--- src/hw/rtl/bbu_pkg.sv ---
// bilinear block upscaler: shared types, constants and the reciprocal table
// used by the sequencer, the datapath and the top level; no dependencies
`default_nettype none

package bbu_pkg;

    localparam int MAX_FACTOR = 8;
    localparam int MAX_WIDTH  = 4096;

    localparam int FACTOR_W = 4;
    localparam int WIDTH_W  = 13;
    localparam int PIX_W    = 8;
    localparam int POS_W    = 12;
    localparam int SUB_W    = 3;
    localparam int ADDR_W   = 30;
    localparam int NUM_W    = 14;
    localparam int RECIP_W  = 21;
    localparam int RECIP_SH = 20;
    localparam int MUL_A_W  = 22;
    localparam int MUL_B_W  = 17;
    localparam int PROD_W   = MUL_A_W + MUL_B_W;

    localparam logic CFG_SCALE_FACTOR = 1'b0;
    localparam logic CFG_IMAGE_WIDTH  = 1'b1;

    typedef logic signed [MUL_A_W-1:0] t_opa;
    typedef logic signed [MUL_B_W-1:0] t_opb;
    typedef logic signed [PROD_W-1:0]  t_prod;

    typedef enum logic [3:0] {
        S_IDLE,
        S_SQ,
        S_RF,
        S_WF,
        S_BASE,
        S_CF,
        S_FTOP,
        S_DTOP,
        S_DV,
        S_RUN
    } t_state;

    typedef struct packed {
        t_state                state;
        logic                  accept;
        logic                  row_last;
        logic                  col_last;
        logic [FACTOR_W-1:0]   f;
        logic [SUB_W-1:0]      sub_col;
        logic [SUB_W-1:0]      sub_row;
    } t_ctrl;

    // ceil(2^20 / f^2), exact floor division for numerators below 2^14
    function automatic logic [RECIP_W-1:0] recip_sq(input logic [FACTOR_W-1:0] f);
        logic [RECIP_W-1:0] r;
        case (f)
            4'd2:    r = 21'd262144;
            4'd3:    r = 21'd116509;
            4'd4:    r = 21'd65536;
            4'd5:    r = 21'd41944;
            4'd6:    r = 21'd29128;
            4'd7:    r = 21'd21400;
            4'd8:    r = 21'd16384;
            default: r = 21'd1048576;
        endcase
        return r;
    endfunction

endpackage

`default_nettype wire

--- src/hw/rtl/bbu_mul.sv ---
// bilinear block upscaler: shared signed multiplier
// used for address setup, corner weights and the divide by f^2; needs bbu_pkg
`default_nettype none

module bbu_mul (
    input  wire bbu_pkg::t_opa  i_op_a,
    input  wire bbu_pkg::t_opb  i_op_b,
    output bbu_pkg::t_prod      o_prod
);
    import bbu_pkg::*;

    assign o_prod = t_prod'(i_op_a) * t_prod'(i_op_b);

endmodule

`default_nettype wire

--- src/hw/rtl/bbu_ctrl.sv ---
// bilinear block upscaler: sequencer with setup steps and sub-column/sub-row counters
// needs bbu_pkg
`default_nettype none

module bbu_ctrl (
    input  wire                          i_clk,
    input  wire                          i_rst_n,
    input  wire                          start,
    input  wire [bbu_pkg::FACTOR_W-1:0]  i_f_eff,
    output logic                         busy,
    output bbu_pkg::t_ctrl               o_ctrl
);
    import bbu_pkg::*;

    t_state                r_state, n_state;
    logic [FACTOR_W-1:0]   r_f;
    logic [SUB_W-1:0]      r_c, n_c;
    logic [SUB_W-1:0]      r_r, n_r;
    logic                  accept;
    logic                  row_last;
    logic                  col_last;

    assign busy     = (r_state != S_IDLE);
    assign accept   = start && !busy;
    assign row_last = (r_r == SUB_W'(r_f - 4'd1));
    assign col_last = (r_c == SUB_W'(r_f - 4'd1));

    always_ff @(posedge i_clk) begin
        if (!i_rst_n) begin
            r_state <= S_IDLE;
            r_c     <= '0;
            r_r     <= '0;
            r_f     <= 4'd1;
        end else begin
            r_state <= n_state;
            r_c     <= n_c;
            r_r     <= n_r;
            if (accept) begin
                r_f <= i_f_eff;
            end
        end
    end

    always_comb begin
        n_state = r_state;
        n_c     = r_c;
        n_r     = r_r;
        case (r_state)
            S_IDLE: begin
                n_c = '0;
                n_r = '0;
                if (accept) begin
                    n_state = S_SQ;
                end
            end
            S_SQ:   n_state = S_RF;
            S_RF:   n_state = S_WF;
            S_WF:   n_state = S_BASE;
            S_BASE: n_state = S_CF;
            S_CF:   n_state = S_FTOP;
            S_FTOP: n_state = S_DTOP;
            S_DTOP: n_state = S_DV;
            S_DV:   n_state = S_RUN;
            S_RUN: begin
                if (row_last) begin
                    n_r = '0;
                    if (col_last) begin
                        n_c     = '0;
                        n_state = S_IDLE;
                    end else begin
                        n_c = r_c + 3'd1;
                    end
                end else begin
                    n_r = r_r + 3'd1;
                end
            end
            default: n_state = S_IDLE;
        endcase
    end

    always_comb begin
        o_ctrl.state    = r_state;
        o_ctrl.accept   = accept;
        o_ctrl.row_last = row_last;
        o_ctrl.col_last = col_last;
        o_ctrl.f        = r_f;
        o_ctrl.sub_col  = r_c;
        o_ctrl.sub_row  = r_r;
    end

endmodule

`default_nettype wire

--- src/hw/rtl/bbu_dp.sv ---
// bilinear block upscaler: datapath with operand select, accumulators and result registers
// needs bbu_pkg and bbu_mul
`default_nettype none

module bbu_dp (
    input  wire                          i_clk,
    input  wire                          i_rst_n,
    input  wire bbu_pkg::t_ctrl          i_ctrl,
    input  wire [bbu_pkg::WIDTH_W-1:0]   i_w_eff,
    input  wire [bbu_pkg::PIX_W-1:0]     i_pixel_here,
    input  wire [bbu_pkg::PIX_W-1:0]     i_pixel_right,
    input  wire [bbu_pkg::PIX_W-1:0]     i_pixel_below,
    input  wire [bbu_pkg::PIX_W-1:0]     i_pixel_below_right,
    input  wire [bbu_pkg::POS_W-1:0]     i_block_column,
    input  wire [bbu_pkg::POS_W-1:0]     i_block_row,
    output logic                         o_valid,
    output logic [bbu_pkg::PIX_W-1:0]    o_pixel_value,
    output logic [bbu_pkg::SUB_W-1:0]    o_sub_column,
    output logic [bbu_pkg::SUB_W-1:0]    o_sub_row,
    output logic [bbu_pkg::ADDR_W-1:0]   o_output_address,
    output logic                         o_last_of_block
);
    import bbu_pkg::*;

    // request fields held for the whole block
    logic [PIX_W-1:0]         r_a;
    logic signed [PIX_W:0]    r_ba;
    logic signed [PIX_W:0]    r_da;
    logic signed [PIX_W+1:0]  r_ddv;
    logic [POS_W-1:0]         r_row;
    logic [POS_W-1:0]         r_col;
    logic [WIDTH_W-1:0]       r_w;

    // setup products and accumulators
    logic [6:0]               r_sq;
    logic [15:0]              r_rf;
    logic [15:0]              r_wf;
    logic [14:0]              r_cf;
    logic [ADDR_W-1:0]        r_line;
    logic [ADDR_W-1:0]        r_addr;
    logic [NUM_W-1:0]         r_ftop;
    logic [NUM_W-1:0]         r_num;
    logic signed [11:0]       r_dtop;
    logic signed [11:0]       r_dv;

    t_opa                     op_a;
    t_opb                     op_b;
    t_prod                    prod;
    logic [NUM_W-1:0]         ftop_next;
    logic [ADDR_W-1:0]        line_next;

    bbu_mul u_mul (
        .i_op_a (op_a),
        .i_op_b (op_b),
        .o_prod (prod)
    );

    assign ftop_next = r_ftop + NUM_W'(r_dtop);
    assign line_next = r_line + 30'd1;

    always_comb begin
        op_a = '0;
        op_b = '0;
        case (i_ctrl.state)
            S_SQ: begin
                op_a = t_opa'({1'b0, i_ctrl.f});
                op_b = t_opb'({1'b0, i_ctrl.f});
            end
            S_RF: begin
                op_a = t_opa'({1'b0, r_row});
                op_b = t_opb'({1'b0, i_ctrl.f});
            end
            S_WF: begin
                op_a = t_opa'({1'b0, r_w});
                op_b = t_opb'({1'b0, i_ctrl.f});
            end
            S_BASE: begin
                op_a = t_opa'({1'b0, r_rf});
                op_b = t_opb'({1'b0, r_wf});
            end
            S_CF: begin
                op_a = t_opa'({1'b0, r_col});
                op_b = t_opb'({1'b0, i_ctrl.f});
            end
            S_FTOP: begin
                op_a = t_opa'({1'b0, r_sq});
                op_b = t_opb'({1'b0, r_a});
            end
            S_DTOP: begin
                op_a = t_opa'(r_ba);
                op_b = t_opb'({1'b0, i_ctrl.f});
            end
            S_DV: begin
                op_a = t_opa'(r_da);
                op_b = t_opb'({1'b0, i_ctrl.f});
            end
            S_RUN: begin
                op_a = t_opa'({1'b0, recip_sq(i_ctrl.f)});
                op_b = t_opb'({1'b0, r_num});
            end
            default: begin
                op_a = '0;
                op_b = '0;
            end
        endcase
    end

    always_ff @(posedge i_clk) begin
        if (i_ctrl.accept) begin
            r_a   <= i_pixel_here;
            r_ba  <= $signed({1'b0, i_pixel_right}) - $signed({1'b0, i_pixel_here});
            r_da  <= $signed({1'b0, i_pixel_below}) - $signed({1'b0, i_pixel_here});
            r_ddv <= $signed({2'b0, i_pixel_below_right}) - $signed({2'b0, i_pixel_right})
                   - $signed({2'b0, i_pixel_below}) + $signed({2'b0, i_pixel_here});
            r_row <= i_block_row;
            r_col <= i_block_column;
            r_w   <= i_w_eff;
        end
        case (i_ctrl.state)
            S_SQ:   r_sq   <= prod[6:0];
            S_RF:   r_rf   <= prod[15:0];
            S_WF:   r_wf   <= prod[15:0];
            S_BASE: r_line <= prod[ADDR_W-1:0];
            S_CF:   r_cf   <= prod[14:0];
            S_FTOP: begin
                r_ftop <= prod[NUM_W-1:0];
                r_line <= r_line + ADDR_W'(r_cf);
            end
            S_DTOP: r_dtop <= prod[11:0];
            S_DV: begin
                r_dv   <= prod[11:0];
                r_num  <= r_ftop;
                r_addr <= r_line;
            end
            S_RUN: begin
                if (i_ctrl.row_last) begin
                    r_ftop <= ftop_next;
                    r_num  <= ftop_next;
                    r_dv   <= r_dv + 12'(r_ddv);
                    r_line <= line_next;
                    r_addr <= line_next;
                end else begin
                    r_num  <= r_num + NUM_W'(r_dv);
                    r_addr <= r_addr + ADDR_W'(r_wf);
                end
            end
            default: begin
            end
        endcase
    end

    // result registers
    always_ff @(posedge i_clk) begin
        if (!i_rst_n) begin
            o_valid <= 1'b0;
        end else begin
            o_valid <= (i_ctrl.state == S_RUN);
        end
    end

    always_ff @(posedge i_clk) begin
        o_pixel_value    <= prod[RECIP_SH+PIX_W-1:RECIP_SH];
        o_sub_column     <= i_ctrl.sub_col;
        o_sub_row        <= i_ctrl.sub_row;
        o_output_address <= r_addr;
        o_last_of_block  <= i_ctrl.row_last && i_ctrl.col_last;
    end

endmodule

`default_nettype wire

--- src/hw/rtl/bilinear_block_upscaler_top.sv ---
// once start is taken, 8 setup steps run on the shared multiplier, then the block's
// pixels leave through the result registers, one pixel per cycle; F*F pixels per
// block, last one flagged; a new request is taken only while idle
// reset: synchronous active low, returns to idle, factor 1 and width 640
// the receiver cannot stall: every pixel is shown for exactly one cycle on o_valid
`default_nettype none

module bilinear_block_upscaler_top (
    input  wire                          i_clk,
    input  wire                          i_rst_n,
    input  wire                          start,
    output logic                         busy,
    input  wire                          i_cfg_we,
    input  wire                          i_cfg_index,
    input  wire [bbu_pkg::WIDTH_W-1:0]   i_cfg_data,
    input  wire [bbu_pkg::PIX_W-1:0]     i_pixel_here,
    input  wire [bbu_pkg::PIX_W-1:0]     i_pixel_right,
    input  wire [bbu_pkg::PIX_W-1:0]     i_pixel_below,
    input  wire [bbu_pkg::PIX_W-1:0]     i_pixel_below_right,
    input  wire [bbu_pkg::POS_W-1:0]     i_block_column,
    input  wire [bbu_pkg::POS_W-1:0]     i_block_row,
    output logic                         o_valid,
    output logic [bbu_pkg::PIX_W-1:0]    o_pixel_value,
    output logic [bbu_pkg::SUB_W-1:0]    o_sub_column,
    output logic [bbu_pkg::SUB_W-1:0]    o_sub_row,
    output logic [bbu_pkg::ADDR_W-1:0]   o_output_address,
    output logic                         o_last_of_block
);
    import bbu_pkg::*;

    logic [FACTOR_W-1:0]  r_scale_factor;
    logic [WIDTH_W-1:0]   r_image_width;
    logic [FACTOR_W-1:0]  f_eff;
    logic [WIDTH_W-1:0]   w_eff;
    t_ctrl                ctrl;

    always_ff @(posedge i_clk) begin
        if (!i_rst_n) begin
            r_scale_factor <= 4'd1;
            r_image_width  <= 13'd640;
        end else if (i_cfg_we) begin
            case (i_cfg_index)
                CFG_SCALE_FACTOR: r_scale_factor <= i_cfg_data[FACTOR_W-1:0];
                CFG_IMAGE_WIDTH:  r_image_width  <= i_cfg_data;
                default: begin
                end
            endcase
        end
    end

    // clamp registers to the supported range
    always_comb begin
        f_eff = r_scale_factor;
        if (r_scale_factor == '0) begin
            f_eff = 4'd1;
        end else if (r_scale_factor > FACTOR_W'(MAX_FACTOR)) begin
            f_eff = FACTOR_W'(MAX_FACTOR);
        end
        w_eff = r_image_width;
        if (r_image_width == '0) begin
            w_eff = 13'd1;
        end else if (r_image_width > WIDTH_W'(MAX_WIDTH)) begin
            w_eff = WIDTH_W'(MAX_WIDTH);
        end
    end

    bbu_ctrl u_ctrl (
        .i_clk   (i_clk),
        .i_rst_n (i_rst_n),
        .start   (start),
        .i_f_eff (f_eff),
        .busy    (busy),
        .o_ctrl  (ctrl)
    );

    bbu_dp u_dp (
        .i_clk               (i_clk),
        .i_rst_n             (i_rst_n),
        .i_ctrl              (ctrl),
        .i_w_eff             (w_eff),
        .i_pixel_here        (i_pixel_here),
        .i_pixel_right       (i_pixel_right),
        .i_pixel_below       (i_pixel_below),
        .i_pixel_below_right (i_pixel_below_right),
        .i_block_column      (i_block_column),
        .i_block_row         (i_block_row),
        .o_valid             (o_valid),
        .o_pixel_value       (o_pixel_value),
        .o_sub_column        (o_sub_column),
        .o_sub_row           (o_sub_row),
        .o_output_address    (o_output_address),
        .o_last_of_block     (o_last_of_block)
    );

    // block ends exactly with its flagged last pixel
    a_end_with_last: assert property (@(posedge i_clk) disable iff (!i_rst_n)
        $fell(busy) |-> (o_valid && o_last_of_block))
        else $error("block ended without last pixel");

    // pixels of one block come without gaps
    a_no_gap: assert property (@(posedge i_clk) disable iff (!i_rst_n)
        (o_valid && !o_last_of_block) |=> o_valid)
        else $error("gap inside block");

    // a taken request makes the block busy
    a_accept_busy: assert property (@(posedge i_clk) disable iff (!i_rst_n)
        (start && !busy) |=> busy)
        else $error("request taken but not busy");

    // results only come from work started earlier
    a_valid_from_busy: assert property (@(posedge i_clk) disable iff (!i_rst_n)
        o_valid |-> $past(busy))
        else $error("result without work");

endmodule

`default_nettype wire
--- config.mk ---
export PLATFORM = sky130hd
export DESIGN_NAME = bilinear_block_upscaler_top
export DESIGN_NICKNAME = d
export VERILOG_FILES = /design/src/hw/rtl/bbu_pkg.sv /design/src/hw/rtl/bbu_mul.sv /design/src/hw/rtl/bbu_ctrl.sv /design/src/hw/rtl/bbu_dp.sv /design/src/hw/rtl/bilinear_block_upscaler_top.sv
export SDC_FILE = /design/constraint.sdc
export NUM_CORES = 1
export LEC_CHECK = 0
export ABC_CLOCK_PERIOD_IN_PS = 14900
export BUFFER_PORTS_ARGS = -buffer_cell sky130_fd_sc_hd__buf_2
export CAP_MARGIN = 25
export CELL_PAD_IN_SITES_DETAIL_PLACEMENT = 1
export CELL_PAD_IN_SITES_GLOBAL_PLACEMENT = 2
export CORE_UTILIZATION = 30
export CTS_CLUSTER_DIAMETER = 200
export DETAILED_ROUTE_END_ITERATION = 8
export PLACE_DENSITY_LB_ADDON = 0.1
export SYNTH_ARGS = -nofsm -noshare
export SYNTH_HDL_FRONTEND = slang
export SYNTH_HIERARCHICAL = 1
export SYNTH_SLANG_ARGS = --single-unit
--- constraint.sdc ---
create_clock -name i_clk -period 14.9 [get_ports i_clk]
set_input_delay 2.98 -clock i_clk [delete_from_list [all_inputs] [get_ports i_clk]]
set_output_delay 2.98 -clock i_clk [all_outputs]
set_load 0.02 [all_outputs]
==> flow_results.xml <==
<?xml version="1.0" encoding="UTF-8"?>
<metrics>
  <group name="timing">
    <metric name="achievable-frequency" unit="MHz">98.7</metric>
    <metric name="fin_tns_setup" unit="ns">0</metric>
    <metric name="final.min_clock_period" unit="ns">10.14</metric>
    <metric name="timing.slew.headroom" unit="%">13.2</metric>
    <metric name="layout_worst_path_cycle_share" unit="%">68.0</metric>
    <metric name="setup_slack" unit="ns">4.76</metric>
    <metric name="final_max_slew_viol_count" unit="">0</metric>
    <metric name="grt_setup_unrepaired" unit="">false</metric>
    <metric name="final-hold-violation-count" unit="">0</metric>
    <metric name="fin_skew" unit="ns">0.0225</metric>
    <metric name="total_of_endpoints_with_negative_setup_slack_in_the_final_report" unit="">0</metric>
    <metric name="worst_pin_slew" unit="ns">1.30</metric>
  </group>
  <group name="setup_path">
    <metric name="crit_path_frequent_cell" unit="">fa_1</metric>
    <metric name="critical_path_launch_point_type" unit="">flop</metric>
    <metric name="worstSetupPathType" unit="">flop to flop</metric>
    <metric name="critPathRequiredTime" unit="ns">15.23</metric>
    <metric name="max_stage_delay" unit="ns">1.13</metric>
    <metric name="timing.critical_path.to_type" unit="">flop</metric>
    <metric name="slowest_stage" unit="">nand4_1</metric>
    <metric name="arrival" unit="ns">10.46</metric>
    <metric name="critical_path.max_fanout" unit="">20</metric>
  </group>
  <group name="global_route">
    <metric name="grt_start_max_net_pins" unit="">75</metric>
    <metric name="first_global_vias" unit="">24639</metric>
    <metric name="antenna_found_initial" unit="">4</metric>
    <metric name="grt_remaining_overflow" unit="">0</metric>
    <metric name="global_route.usage.total" unit="%">20.5</metric>
    <metric name="grt_pass1_wl" unit="mm">154</metric>
  </group>
  <group name="clock_tree">
    <metric name="post_cts.resized_instances" unit="">0</metric>
    <metric name="cts_buffer_depth" unit="">3</metric>
    <metric name="cts_root_buffer" unit="">clkbuf_16</metric>
    <metric name="num_cts_buffers" unit="">41</metric>
    <metric name="postCtsSetupBuffers" unit="">0</metric>
    <metric name="clk-insertion-delay-late" unit="ns">0.59</metric>
    <metric name="cts_tree" unit="">done</metric>
    <metric name="cts_max_level" unit="">2</metric>
    <metric name="holdBufCountCts" unit="">0</metric>
    <metric name="clk_pin_slew" unit="ns">0.06</metric>
    <metric name="numClockSinks" unit="">316</metric>
  </group>
  <group name="placed_design">
    <metric name="place_hpwl" unit="mm">78.8</metric>
    <metric name="placement.cell_area" unit="um2">31500</metric>
    <metric name="place.port_buffers" unit="">120</metric>
    <metric name="place.gp.congestion" unit="">0.812</metric>
    <metric name="dp_slack" unit="ns">4.71</metric>
  </group>
  <group name="detailed_routing">
    <metric name="drc_errors" unit="">16</metric>
    <metric name="routed_wirelength" unit="mm">100</metric>
    <metric name="dr.pass1.iters" unit="">8</metric>
    <metric name="ant_nets" unit="">0</metric>
    <metric name="drt-initial-drc-count" unit="">1093</metric>
    <metric name="routed-via-count" unit="">22251</metric>
    <metric name="vias_per_cell" unit="">5.03</metric>
    <metric name="avgRoutedWirePerCell" unit="um">22.6</metric>
  </group>
  <group name="status">
    <metric name="violations" unit="">design-rule violations</metric>
    <metric name="result_of_the_run" unit="">finished with violations</metric>
  </group>
  <group name="final_layout">
    <metric name="final_design_area_no_fill" unit="um2">32900</metric>
    <metric name="synthToLayoutAreaGrowth" unit="%">12.2</metric>
    <metric name="nets" unit="">3696</metric>
    <metric name="drive_gt1_share" unit="%">9.74</metric>
  </group>
  <group name="die">
    <metric name="floorplan.core_area" unit="um2">96900</metric>
    <metric name="num_ports" unit="">121</metric>
    <metric name="floorplan.die.width" unit="um">315</metric>
    <metric name="dieArea" unit="um2">99100</metric>
    <metric name="floorplan.rows" unit="">114</metric>
    <metric name="die_y" unit="um">315</metric>
    <metric name="start_util" unit="%">30.3</metric>
  </group>
  <group name="power">
    <metric name="pwr-share-seq" unit="%">38.7</metric>
    <metric name="power.density_cell_area" unit="nW/um2">84.0</metric>
    <metric name="power_switching_share" unit="%">31.6</metric>
    <metric name="switching_power_total" unit="W">0.000874</metric>
    <metric name="power_frac_clock" unit="%">38.1</metric>
    <metric name="vdd.ir_drop.worst" unit="uV">88.8</metric>
    <metric name="combinationalPowerShare" unit="%">23.2</metric>
    <metric name="power.leakage" unit="nW">14.3</metric>
    <metric name="power_report.internal_total" unit="W">0.00189</metric>
  </group>
  <group name="yosys">
    <metric name="synthesis.yosys.warnings" unit="">6</metric>
    <metric name="synthCells" unit="">3042</metric>
    <metric name="syn_area_cell" unit="um2">9.65</metric>
    <metric name="netlist_area" unit="um2">29300</metric>
  </group>
  <group name="job">
    <metric name="max_cap_violations" unit="">0</metric>
  </group>
  <group name="hold_path">
    <metric name="hold_class" unit="">flop to flop</metric>
  </group>
</metrics>
-- cell type report --
type / count / area [um2]
Sequential cell: 316 / 8720
Timing Repair Buffer: 169 / 1030
Fill cell: 10947 / 63900
Clock inverter: 20 / 233
Clock buffer: 56 / 1210
Inverter: 442 / 1660
Antenna cell: 1 / 2.50
Multi-Input combinational cell: 2148 / 18500
Tap cell: 1276 / 1600
-- routing by layer --
layer	wire length (um)	GRT usage [%]	part of all wire, %
met2	49300	35.5	49
met1	45800	27.3	46
met4	2090	5.02	2.1
met3	3030	2.18	3.0
met5	0	0	0
-- through the flow --
step | instances | utilization, % | total power (W) | hold slack [ns]
finish | 4428 | 34.0 | 0.00277 | 0.388
global route | 4427 | 34.0 | 0.00291 | 0.405
CTS | 4424 | 34.0 | 0.00281 | 0.396
detailed placement | 4348 | 32.5 | 0.00174 | 0.378
global placement | 4344 | 32.4 | 0.00172 | 0.379
floorplan | 3046 | - | 0.00148 | 0.352
-- placed cells by master (no fill, tap or decap), drive strengths merged, types with 7 or more instances in the layout --
cell / count
inv: 442
a21boi: 19
a222oi: 12
and2: 164
o21bai: 9
ha: 192
o31ai: 14
buf: 169
or3: 8
and2b: 7
a22oi: 38
fa: 312
o311ai: 7
nand2b: 28
mux2i: 28
xor2: 54
a211oi: 14
a21oi: 141
o21ai: 138
nor4: 12
clkbuf: 56
xnor2: 61
o21a: 13
nor3: 38
and3: 16
nand3: 77
o211ai: 15
nand4: 25
a21o: 43
clkinv: 15
dfxtp: 77
or2: 12
nor2b: 27
and4: 9
nor2: 125
o22ai: 15
edfxtp: 239
nand2: 354
a31oi: 23
a22o: 13
-- critical path: cells and delay by family (launching register included) --
| family | cells | cell delay [ns] |
|---|---|---|
| flip-flops | 1 | 0.67 |
| AO/OA/AOI/OAI | 11 | 2.94 |
| XOR/XNOR | 1 | 0.19 |
| adder cells (fa/ha/maj) | 7 | 3.41 |
| buffers and inverters | 6 | 0.49 |
| AND/OR/NAND/NOR | 5 | 2.15 |
-- sequential cells by signal (all words and copies together), names as in the netlist, 9 cells and up --
signal                 cells
r_image_width             13
u_dp/o_output_address     30
u_dp/r_addr               30
u_dp/r_ba                  9
u_dp/r_cf                 15
u_dp/r_col                12
u_dp/r_da                  9
u_dp/r_ddv                10
u_dp/r_dtop               12
u_dp/r_dv                 12
u_dp/r_ftop               14
u_dp/r_line               30
u_dp/r_num                14
u_dp/r_rf                 16
u_dp/r_row                12
u_dp/r_w                  13
u_dp/r_wf                 16
-- path summary, 6_finish.rpt --
check | startpoint | to | slack (ns) | depth (start not counted)
max reg2reg | u_ctrl/r_state[3] | u_dp/r_line[20] | 4.76 | 30
max | u_ctrl/r_state[3] | u_dp/r_line[20] | 4.76 | 30
min reg2reg | u_dp/r_addr[10] | u_dp/o_output_address[10] | 0.39 | 0
min | u_dp/r_addr[10] | u_dp/o_output_address[10] | 0.39 | 0
-- power groups by stage --
stage / Combinational [W] / Clock [W] / Sequential, W
after global routing: 0.000716 / 0.00112 / 0.00108
final: 0.000641 / 0.00105 / 0.00107
after detailed placement: 0.000649 / 0 / 0.00109
after global placement: 0.000635 / 0 / 0.00109
after floorplan: 0.000415 / 0 / 0.00107
after CTS: 0.000651 / 0.00109 / 0.00107
Note: power is estimated with default switching activity, not from simulation.
